File: src/design/gbaqi_pkg.sv
// Shared types, constants and codes for the gas-baseline air-quality index core.
// No dependencies; used by the controller, the datapath and the top level.
`default_nettype none

package gbaqi_pkg;

   // Fixed-point formats
   localparam int GAS_BITS        = 26;
   localparam int BASE_FRAC_BITS  = 8;
   localparam int RATIO_FRAC_BITS = 12;
   localparam int WEIGHT_BITS     = 16;
   localparam int BASE_BITS       = GAS_BITS + BASE_FRAC_BITS;
   localparam int PROD_BITS       = WEIGHT_BITS + BASE_BITS;
   localparam int RATIO_BITS      = RATIO_FRAC_BITS + 2;
   localparam int TEMP_BITS       = 12;
   localparam int HUM_BITS        = 11;
   localparam int IDX_BITS        = 9;
   localparam int IDX_SUM_BITS    = IDX_BITS + 1;
   localparam int PEN_BITS        = 10;
   localparam int STEP_BITS       = $clog2(RATIO_FRAC_BITS);

   // Index and penalty thresholds (temperature and humidity in 1/16 units)
   localparam int HUM_LOW    = 35 * 16;
   localparam int HUM_HIGH   = 65 * 16;
   localparam int TEMP_LOW   = 18 * 16;
   localparam int TEMP_HIGH  = 30 * 16;
   localparam int IDX_MIN    = 25;
   localparam int IDX_MAX    = 500;
   localparam int IDX_MID    = 100;
   localparam int DROP_SLOPE = 125;
   localparam int RISE_SLOPE = 500;
   localparam int DROP_CAP   = 75;
   localparam int RISE_CAP   = 400;

   // Configuration port
   localparam int CSR_IDX_BITS  = 3;
   localparam int CSR_DATA_BITS = GAS_BITS;
   localparam logic [CSR_IDX_BITS-1:0] CSR_WARMUP    = 3'd0;
   localparam logic [CSR_IDX_BITS-1:0] CSR_FAST_W    = 3'd1;
   localparam logic [CSR_IDX_BITS-1:0] CSR_SLOW_W    = 3'd2;
   localparam logic [CSR_IDX_BITS-1:0] CSR_LOW_LIMIT = 3'd3;
   localparam logic [CSR_IDX_BITS-1:0] CSR_HIGH_LIM  = 3'd4;

   localparam logic [7:0]             WARMUP_RST    = 8'd120;
   localparam logic [WEIGHT_BITS-1:0] FAST_W_RST    = 16'd6554;
   localparam logic [WEIGHT_BITS-1:0] SLOW_W_RST    = 16'd1311;
   localparam logic [GAS_BITS-1:0]    LOW_LIM_RST   = 26'd1000;
   localparam logic [GAS_BITS-1:0]    HIGH_LIM_RST  = 26'd5000000;

   // Reading class codes
   localparam logic [1:0] CLASS_NORMAL = 2'd0;
   localparam logic [1:0] CLASS_FAULT  = 2'd1;
   localparam logic [1:0] CLASS_CLEAN  = 2'd2;

   typedef struct packed {
      logic [GAS_BITS-1:0]         gas_resistance;
      logic signed [TEMP_BITS-1:0] temperature;
      logic [HUM_BITS-1:0]         humidity;
   } req_type;

   typedef struct packed {
      logic [IDX_BITS-1:0] air_index;
      logic                valid_res;
      logic [1:0]          reading_class;
   } rsp_type;

   typedef enum logic [3:0] {
      ST_IDLE,
      ST_CHECK,
      ST_PREP,
      ST_MUL,
      ST_UPDATE,
      ST_DIV_INIT,
      ST_DIV_STEP,
      ST_MAP,
      ST_OUT
   } state_type;

   // Controller to datapath
   typedef struct packed {
      logic ld_req;
      logic check;
      logic prep;
      logic mul;
      logic update;
      logic div_init;
      logic div_step;
      logic map;
      logic ld_rsp;
   } cmd_type;

   // Datapath to controller
   typedef struct packed {
      logic special;
   } sts_type;

endpackage

`default_nettype wire

File: src/design/gas_baseline_air_quality_index_core.sv
// Gas-baseline air-quality index core: one request in, one index response out.
// A fault or clean reading goes from the check straight to the output; any other
// reading also passes the baseline multiply and the ratio divider, one bit per cycle
// (13 quotient bits). No request is taken until the last response is loaded; a finished
// response waits in its register while the next request is taken. Synchronous active-high
// reset restores register defaults and clears the baseline (unseeded) and sample count.
`default_nettype none

module gas_baseline_air_quality_index_core (
   input  wire logic                                clock,
   input  wire logic                                reset,
   input  wire logic                                req_valid,
   output logic                                     req_ready,
   input  wire gbaqi_pkg::req_type                  req_payload,
   output logic                                     rsp_valid,
   input  wire logic                                rsp_ready,
   output gbaqi_pkg::rsp_type                       rsp_payload,
   input  wire logic                                csr_we,
   input  wire logic [gbaqi_pkg::CSR_IDX_BITS-1:0]  csr_index,
   input  wire logic [gbaqi_pkg::CSR_DATA_BITS-1:0] csr_wdata
);
   import gbaqi_pkg::*;

   cmd_type cmd;
   sts_type sts;

   // Sequencer
   gbaqi_ctrl u_ctrl (
      .clock     (clock),
      .reset     (reset),
      .req_valid (req_valid),
      .req_ready (req_ready),
      .rsp_valid (rsp_valid),
      .rsp_ready (rsp_ready),
      .sts       (sts),
      .cmd       (cmd)
   );

   // Arithmetic and state
   gbaqi_dpath u_dpath (
      .clock       (clock),
      .reset       (reset),
      .csr_we      (csr_we),
      .csr_index   (csr_index),
      .csr_wdata   (csr_wdata),
      .req_payload (req_payload),
      .cmd         (cmd),
      .sts         (sts),
      .rsp_payload (rsp_payload)
   );

endmodule

`default_nettype wire

File: src/design/gbaqi_ctrl.sv
// Sequencer for the air-quality index core: steps one request through the datapath.
// Depends on gbaqi_pkg for the state, command and status types.
`default_nettype none

module gbaqi_ctrl (
   input  wire logic              clock,
   input  wire logic              reset,
   input  wire logic              req_valid,
   output logic                   req_ready,
   output logic                   rsp_valid,
   input  wire logic              rsp_ready,
   input  wire gbaqi_pkg::sts_type sts,
   output gbaqi_pkg::cmd_type     cmd
);
   import gbaqi_pkg::*;

   state_type              state_ff, state_in;
   logic [STEP_BITS-1:0]   step_ff, step_in;
   logic                   rsp_valid_ff, rsp_valid_in;
   logic                   out_free;

   assign out_free  = !rsp_valid_ff || rsp_ready;
   assign rsp_valid = rsp_valid_ff;

   // Next state
   always_comb begin
      state_in = state_ff;
      unique case (state_ff)
         ST_IDLE:     if (req_valid) state_in = ST_CHECK;
         ST_CHECK:    state_in = sts.special ? ST_OUT : ST_PREP;
         ST_PREP:     state_in = ST_MUL;
         ST_MUL:      state_in = ST_UPDATE;
         ST_UPDATE:   state_in = ST_DIV_INIT;
         ST_DIV_INIT: state_in = ST_DIV_STEP;
         ST_DIV_STEP: begin
            if (step_ff == STEP_BITS'(RATIO_FRAC_BITS - 1)) state_in = ST_MAP;
         end
         ST_MAP:      state_in = ST_OUT;
         ST_OUT:      if (out_free) state_in = ST_IDLE;
         default:     state_in = ST_IDLE;
      endcase
   end

   // Commands and handshake
   always_comb begin
      cmd          = '0;
      req_ready    = 1'b0;
      step_in      = step_ff;
      unique case (state_ff)
         ST_IDLE: begin
            req_ready  = 1'b1;
            cmd.ld_req = req_valid;
         end
         ST_CHECK:    cmd.check  = 1'b1;
         ST_PREP:     cmd.prep   = 1'b1;
         ST_MUL:      cmd.mul    = 1'b1;
         ST_UPDATE:   cmd.update = 1'b1;
         ST_DIV_INIT: begin
            cmd.div_init = 1'b1;
            step_in      = '0;
         end
         ST_DIV_STEP: begin
            cmd.div_step = 1'b1;
            step_in      = step_ff + 1'b1;
         end
         ST_MAP:      cmd.map    = 1'b1;
         ST_OUT:      cmd.ld_rsp = out_free;
         default:     ;
      endcase
   end

   // Hold the response until taken
   always_comb begin
      priority if (cmd.ld_rsp) begin
         rsp_valid_in = 1'b1;
      end else if (rsp_ready) begin
         rsp_valid_in = 1'b0;
      end else begin
         rsp_valid_in = rsp_valid_ff;
      end
   end

   always_ff @(posedge clock) begin
      if (reset) begin
         state_ff     <= ST_IDLE;
         step_ff      <= '0;
         rsp_valid_ff <= 1'b0;
      end else begin
         state_ff     <= state_in;
         step_ff      <= step_in;
         rsp_valid_ff <= rsp_valid_in;
      end
   end

endmodule

`default_nettype wire

File: src/design/gbaqi_dpath.sv
// Datapath: configuration registers, baseline average, ratio divider, index mapping.
// Depends on gbaqi_pkg; driven by gbaqi_ctrl commands.
`default_nettype none

module gbaqi_dpath (
   input  wire logic                                clock,
   input  wire logic                                reset,
   input  wire logic                                csr_we,
   input  wire logic [gbaqi_pkg::CSR_IDX_BITS-1:0]  csr_index,
   input  wire logic [gbaqi_pkg::CSR_DATA_BITS-1:0] csr_wdata,
   input  wire gbaqi_pkg::req_type                  req_payload,
   input  wire gbaqi_pkg::cmd_type                  cmd,
   output gbaqi_pkg::sts_type                       sts,
   output gbaqi_pkg::rsp_type                       rsp_payload
);
   import gbaqi_pkg::*;

   localparam logic [RATIO_BITS-1:0] RATIO_ONE = RATIO_BITS'(1) << RATIO_FRAC_BITS;
   localparam logic [RATIO_BITS-1:0] RATIO_TWO = RATIO_BITS'(2) << RATIO_FRAC_BITS;

   // Configuration
   logic [7:0]             warmup_ff;
   logic [WEIGHT_BITS-1:0] fast_w_ff, slow_w_ff;
   logic [GAS_BITS-1:0]    low_lim_ff, high_lim_ff;

   // Request and per-request working registers
   req_type                req_ff;
   logic [1:0]             class_ff;
   logic                   vld_ff;
   logic [IDX_BITS-1:0]    idx_ff;
   logic [PEN_BITS-1:0]    pen_ff;
   logic                   down_ff;
   logic [BASE_BITS-1:0]   diff_ff;
   logic [WEIGHT_BITS-1:0] w_ff;
   logic [PROD_BITS-1:0]   prod_ff;
   logic [BASE_BITS-1:0]   rem_ff;
   logic [RATIO_BITS-1:0]  quo_ff;
   logic                   sat_ff;
   rsp_type                rsp_ff;

   // Persistent state
   logic [BASE_BITS-1:0]   base_ff, base_in;
   logic [7:0]             seen_ff, seen_in;

   // Configuration writes; unknown indexes drop
   always_ff @(posedge clock) begin
      if (reset) begin
         warmup_ff   <= WARMUP_RST;
         fast_w_ff   <= FAST_W_RST;
         slow_w_ff   <= SLOW_W_RST;
         low_lim_ff  <= LOW_LIM_RST;
         high_lim_ff <= HIGH_LIM_RST;
      end else if (csr_we) begin
         unique case (csr_index)
            CSR_WARMUP:    warmup_ff   <= csr_wdata[7:0];
            CSR_FAST_W:    fast_w_ff   <= csr_wdata[WEIGHT_BITS-1:0];
            CSR_SLOW_W:    slow_w_ff   <= csr_wdata[WEIGHT_BITS-1:0];
            CSR_LOW_LIMIT: low_lim_ff  <= csr_wdata[GAS_BITS-1:0];
            CSR_HIGH_LIM:  high_lim_ff <= csr_wdata[GAS_BITS-1:0];
            default:       ;
         endcase
      end
   end

   // Classify the sample
   logic is_fault, is_clean;
   assign is_fault    = req_ff.gas_resistance <= low_lim_ff;
   assign is_clean    = req_ff.gas_resistance > high_lim_ff;
   assign sts.special = is_fault || is_clean;

   // Humidity and temperature penalty, in 1/16 units
   logic [HUM_BITS-1:0]         hum_pen;
   logic signed [TEMP_BITS:0]   t_ext, t_lo_d, t_hi_d;
   logic [TEMP_BITS-1:0]        temp_pen;
   logic [TEMP_BITS:0]          pen_sum;

   always_comb begin
      hum_pen = '0;
      if (req_ff.humidity < HUM_BITS'(HUM_LOW)) begin
         hum_pen = HUM_BITS'(HUM_LOW) - req_ff.humidity;
      end else if (req_ff.humidity > HUM_BITS'(HUM_HIGH)) begin
         hum_pen = req_ff.humidity - HUM_BITS'(HUM_HIGH);
      end
      t_ext    = (TEMP_BITS+1)'(req_ff.temperature);
      t_lo_d   = (TEMP_BITS+1)'(TEMP_LOW) - t_ext;
      t_hi_d   = t_ext - (TEMP_BITS+1)'(TEMP_HIGH);
      temp_pen = '0;
      if (t_lo_d > 0) begin
         temp_pen = t_lo_d[TEMP_BITS-1:0];
      end else if (t_hi_d > 0) begin
         temp_pen = t_hi_d[TEMP_BITS-1:0];
      end
      pen_sum = (TEMP_BITS+1)'(hum_pen) + (TEMP_BITS+1)'(temp_pen);
   end

   // Seed, weight select and distance to the baseline
   logic [BASE_BITS-1:0] gfix, seeded;
   assign gfix   = BASE_BITS'(req_ff.gas_resistance) << BASE_FRAC_BITS;
   assign seeded = (base_ff == '0) ? gfix : base_ff;

   // Baseline step: floor going up, ceiling going down
   logic [PROD_BITS-1:0] step_up_full;
   logic [PROD_BITS:0]   prod_rnd, step_dn_full;
   assign step_up_full = prod_ff >> WEIGHT_BITS;
   assign prod_rnd     = (PROD_BITS+1)'(prod_ff) + (PROD_BITS+1)'((1 << WEIGHT_BITS) - 1);
   assign step_dn_full = prod_rnd >> WEIGHT_BITS;

   always_comb begin
      base_in = base_ff;
      seen_in = seen_ff;
      if (cmd.prep) begin
         base_in = seeded;
      end else if (cmd.update) begin
         base_in = down_ff ? base_ff - step_dn_full[BASE_BITS-1:0]
                           : base_ff + step_up_full[BASE_BITS-1:0];
         if (seen_ff != 8'hFF) seen_in = seen_ff + 8'd1;
      end
   end

   always_ff @(posedge clock) begin
      if (reset) begin
         base_ff <= '0;
         seen_ff <= '0;
      end else begin
         base_ff <= base_in;
         seen_ff <= seen_in;
      end
   end

   // Restoring divider: gfix / baseline, one quotient bit per step
   logic [BASE_BITS-1:0] den;
   logic [BASE_BITS:0]   rem_sh, rem_sub;
   logic                 rem_ge;
   assign den     = (base_ff == '0) ? BASE_BITS'(1) : base_ff;
   assign rem_sh  = {rem_ff, 1'b0};
   assign rem_ge  = rem_sh >= {1'b0, den};
   assign rem_sub = rem_sh - {1'b0, den};

   // Ratio to index
   logic [RATIO_BITS-1:0]    ratio, off_hi, off_lo;
   logic [RATIO_BITS+6:0]    drop_x;
   logic [RATIO_BITS+8:0]    rise_x;
   logic [RATIO_BITS+6:0]    drop_full;
   logic [RATIO_BITS+8:0]    rise_full;
   logic [IDX_BITS-1:0]      idx_base;
   logic [IDX_SUM_BITS-1:0]  idx_sum;
   logic [IDX_BITS-1:0]      idx_final;

   always_comb begin
      ratio     = sat_ff ? RATIO_TWO : quo_ff;
      off_hi    = ratio - RATIO_ONE;
      off_lo    = RATIO_ONE - ratio;
      drop_x    = (RATIO_BITS+7)'(off_hi) * (RATIO_BITS+7)'(DROP_SLOPE);
      rise_x    = (RATIO_BITS+9)'(off_lo) * (RATIO_BITS+9)'(RISE_SLOPE);
      drop_full = (drop_x + (RATIO_BITS+7)'(RATIO_ONE - 1'b1)) >> RATIO_FRAC_BITS;
      rise_full = rise_x >> RATIO_FRAC_BITS;
      if (ratio >= RATIO_ONE) begin
         idx_base = (drop_full > (RATIO_BITS+7)'(DROP_CAP))
                    ? IDX_BITS'(IDX_MID - DROP_CAP)
                    : IDX_BITS'(IDX_MID) - drop_full[IDX_BITS-1:0];
      end else begin
         idx_base = (rise_full > (RATIO_BITS+9)'(RISE_CAP))
                    ? IDX_BITS'(IDX_MID + RISE_CAP)
                    : IDX_BITS'(IDX_MID) + rise_full[IDX_BITS-1:0];
      end
      idx_sum   = IDX_SUM_BITS'(idx_base) + IDX_SUM_BITS'(pen_ff);
      idx_final = (idx_sum > IDX_SUM_BITS'(IDX_MAX)) ? IDX_BITS'(IDX_MAX)
                                                     : idx_sum[IDX_BITS-1:0];
   end

   // Working registers
   always_ff @(posedge clock) begin
      if (cmd.ld_req) req_ff <= req_payload;
      if (cmd.check) begin
         vld_ff <= req_ff.gas_resistance != '0;
         pen_ff <= PEN_BITS'(pen_sum >> 3);
         priority if (is_fault) begin
            class_ff <= CLASS_FAULT;
            idx_ff   <= IDX_BITS'(IDX_MAX);
         end else if (is_clean) begin
            class_ff <= CLASS_CLEAN;
            idx_ff   <= IDX_BITS'(IDX_MIN);
         end else begin
            class_ff <= CLASS_NORMAL;
         end
      end
      if (cmd.prep) begin
         down_ff <= gfix < seeded;
         diff_ff <= (gfix < seeded) ? seeded - gfix : gfix - seeded;
         w_ff    <= (seen_ff < warmup_ff) ? fast_w_ff : slow_w_ff;
      end
      if (cmd.mul) prod_ff <= PROD_BITS'(w_ff) * PROD_BITS'(diff_ff);
      if (cmd.div_init) begin
         sat_ff <= {1'b0, gfix} >= {den, 1'b0};
         rem_ff <= (gfix >= den) ? gfix - den : gfix;
         quo_ff <= RATIO_BITS'(gfix >= den);
      end else if (cmd.div_step) begin
         rem_ff <= rem_ge ? rem_sub[BASE_BITS-1:0] : rem_sh[BASE_BITS-1:0];
         quo_ff <= {quo_ff[RATIO_BITS-2:0], rem_ge};
      end
      if (cmd.map) idx_ff <= idx_final;
      if (cmd.ld_rsp) begin
         rsp_ff.air_index     <= idx_ff;
         rsp_ff.valid_res     <= vld_ff;
         rsp_ff.reading_class <= class_ff;
      end
   end

   assign rsp_payload = rsp_ff;

endmodule

`default_nettype wire
File: config.mk
export PLATFORM = sky130hd
export DESIGN_NAME = gas_baseline_air_quality_index_core
export DESIGN_NICKNAME = d
export VERILOG_FILES = /design/src/design/gbaqi_pkg.sv /design/src/design/gas_baseline_air_quality_index_core.sv /design/src/design/gbaqi_ctrl.sv /design/src/design/gbaqi_dpath.sv
export SDC_FILE = /design/constraint.sdc
export NUM_CORES = 2
export LEC_CHECK = 0
export BUFFER_PORTS_ARGS = -buffer_cell sky130_fd_sc_hd__buf_4
export CELL_PAD_IN_SITES_DETAIL_PLACEMENT = 1
export CELL_PAD_IN_SITES_GLOBAL_PLACEMENT = 2
export CORE_MARGIN = 3
export CORE_UTILIZATION = 38
export CTS_BUF_LIST = sky130_fd_sc_hd__clkbuf_8
export CTS_CLUSTER_SIZE = 30
export DETAILED_ROUTE_END_ITERATION = 12
export PLACE_DENSITY = 0.79
export SLEW_MARGIN = 15
export SYNTH_ARGS = -nofsm -noshare
export SYNTH_HDL_FRONTEND = slang
export SYNTH_SLANG_ARGS = --single-unit
File: constraint.sdc
create_clock -name clock -period 8.4 [get_ports clock]
set_input_delay 0.42 -clock clock [delete_from_list [all_inputs] [get_ports clock]]
set_output_delay 0.42 -clock clock [all_outputs]
set_load 0.01 [all_outputs]
==> run summary <==
status: complete, but fails checks
failing checks: negative setup slack
DRT Wirelength: 147 mm
initial antenna violation count: 9
synth warn: 0
drt via density: 5.30
IO buf count: 96
post-synthesis area per instance: 8.78 um2
total grt overflow: 0
Core Footprint: 124,000 um2
unrepaired setup endpoints after global routing: true
setup violators final: 4
arrival time at the worst endpoint: 9.00 ns
CTS buffer count: 74
CP endpoint kind: flip-flop
CTS tree: yes
Final HPWL DP: 117 mm
Worst R2R End: u_dpath.idx_ff[0]
Initial Utilization: 38.5%
fin cells: 7,431
Die Wd: 361 um
flops & latches, synth: 376
Cell variety after synth: 98
slowest cell delay on critical path: 0.54 ns
clk sink count: 376
Post-Syn Nets: 6,567
1st-pass router iterations: 6
Hold Vio Cnt, Final: 0
WL/cell: 19.8 um
CP Launch Type: flip-flop
Highest Clock Rate: 117 MHz
clock slew at reported path FFs: 0.06 ns
Rel. slew slack: 32.0%
most frequent cells in the layout: nand2_1, inv_1, fa_1
Final Max Slew Viols: 0
Die Y: 361 um
min Tclk post-route: 8.56 ns
CP max stage cell: fa_1
Crit Path Category: reg -> reg
via count: 39,374
I/O Pins: 97
vias in the first global route: 42,492
R2R Setup Slk: -0.16 ns
synthesis-to-finish area growth: 13.9%
Critical Path RT: 8.84 ns
worst slew pin tran: 1.02 ns
Post-Syn Instances: 5,458
final net count: 6,839
first-pass GRT wire length: 237 mm
CP Depth: 42
crit path max fanout: 6
largest net degree at the start of global routing: 84
largest family of logic cells by synthesized area: adder cells
worst r2r src: u_dpath.sat_ff
Mapped Area: 47,900 um2
most common cell after layout, fill and taps aside: nand2_1
row count: 129
most area-hungry cell type in the Yosys netlist: fa_1
Simple-Gate Fraction of Synth Area: 16.1%
Post-synth EDFFs: 220
root buffer cell: clkbuf_8
crit path from: u_dpath.sat_ff
CP Capture Point: u_dpath.idx_ff[0]
family with the most delay on the worst path: adder cells
Synth async-reset ratio: 0%
Seq/Total Area, Yosys: 20.3%
Yosys top cell area share: 22.1%
GRT Resource Usage Total: 22.7%
Cell Count Post-Placement: 7,182
GP Congestion: 0.860
ANT nets after route: 0
clk_lat worst skew: 0.71 ns
post-synthesis mux area share: 1.27%
Synth Area in Compound Gates: 14.4%
Layout Skew: 0.0652 ns
Synth Area in XOR/XNOR: 4.97%
worst setup margin: -0.163 ns
Hold Path Class: in -> reg
Buf/Inv on CP: 10
drc violations: 0
layout cells sized above 1: 10.2%
Starting DRT DRC Count: 1,988
die area: 130,000 um2
H-tree levels: 3
Register-to-Register Path Depth: 42
Synth Area in Adders: 35.1%
Synth area leaders: fa_1, edfxtp_1, ha_1
Post-synth top flop: edfxtp_1
fin util: 43.9%
final worst path period share: 102%
Max-Cap Viols: 0
Max Root-Sink Buffers: 3
==> stage by stage <==
stage	setup TNS (ns)	hold slack, ns	cell area [um2]	worst slack, ns
4_1_cts	-0.313	0.0160	54200	-0.118
6_report	-0.459	0.0893	54600	-0.163
3_5_place_dp	-4.34	0.407	51700	-0.604
5_1_grt	-3.52	0.0649	54600	-0.603
2_1_floorplan	0	0.400	48100	0.00205
3_3_place_gp	-2.26	0.410	51700	-0.409
==> how the worst min path moves through the flow <==
stage / startpoint / endpoint / slack, ns / cells after the start
floorplan: u_dpath.class_ff[0] / u_dpath.rsp_payload[0] / 0.40 / 0
global placement: u_dpath.idx_ff[5] / u_dpath.rsp_payload[8] / 0.41 / 0
detailed placement: u_dpath.class_ff[1] / u_dpath.rsp_payload[1] / 0.41 / 0
CTS: rsp_ready / u_ctrl.rsp_valid / 0.02 / 3
global route: rsp_ready / u_ctrl.rsp_valid / 0.06 / 3
finish: rsp_ready / u_ctrl.rsp_valid / 0.09 / 3
==> final cells by class <==
class	instances	area [um2]
sequential	376	9730
multi-input combinational	4093	35000
timing repair buffer	405	3380
inverter	780	2930
clock buffer	87	1200
clock inverter	50	327
tap	1637	2050
antenna	3	7.51
fill	14482	69900
==> cells in the mapped netlist, types with 7 or more instances <==
cell,n
a2111oi_0,7
a211o_1,12
a211oi_1,59
a21boi_0,7
a21o_1,148
a21oi_1,385
a221oi_1,21
a22oi_1,18
a31oi_1,29
and2_1,182
and3_1,27
and4_1,11
buf_2,10
clkbuf_1,191
dfxtp_1,156
edfxtp_1,220
fa_1,528
ha_1,498
inv_1,777
mux2_2,16
mux2i_1,43
nand2_1,797
nand2b_1,52
nand3_1,88
nand3b_1,8
nand4_1,49
nor2_1,245
nor2b_1,44
nor3_1,54
nor4_1,31
o211ai_1,25
o21a_1,36
o21ai_0,165
o21bai_1,34
o22ai_1,15
o31ai_1,24
or2_2,17
or3_1,27
xnor2_1,167
xor2_1,105
==> flip-flops by register name, indices dropped and copies added (netlist names), 12 cells and up <==
name / count
u_dpath.prod_ff: 50
u_dpath.base_ff: 34
u_dpath.diff_ff: 34
u_dpath.rem_ff: 34
u_dpath.gfix: 26
u_dpath.high_lim_ff: 26
u_dpath.low_lim_ff: 26
u_dpath.req_ff: 23
u_dpath.fast_w_ff: 16
u_dpath.slow_w_ff: 16
u_dpath.w_ff: 16
u_dpath.quo_ff: 14
u_dpath.rsp_payload: 12
==> logic make-up (layout without fill, tap and decap cells) <==
logic type,count (synthesis),in the layout
other,0,3
multiplexers,59,59
AO/OA/AOI/OAI,1077,1077
XOR/XNOR,272,272
adder cells (fa/ha/maj),1026,1026
buffers and inverters,989,1322
flip-flops,376,376
AND/OR/NAND/NOR,1659,1659
==> metal layers <==
metal	GRT usage (%)	vias up	routed length, um
li1	-	18720	-
met1	30.3	19843	66800
met2	39.0	619	71300
met3	2.67	190	5240
met4	5.68	2	3570
met5	0	-	13
==> what timing repair did <==
action	CTS	global route
endpoints found under the hold margin	134	0
pin swaps	26	40
setup endpoints to repair	9	10
setup buffers	17	17
hold buffers	75	0
resized for setup	31	50
==> tightest hold or removal path, delay by kind of cell <==
kind                   cells  cell delay [ns]
AO/OA/AOI/OAI              1             0.08
buffers and inverters      1             0.08
AND/OR/NAND/NOR            1             0.14
Power is left out: the tool's default activity adds up to more than one toggle a clock period on the data nets, which glitch-free logic cannot reach.
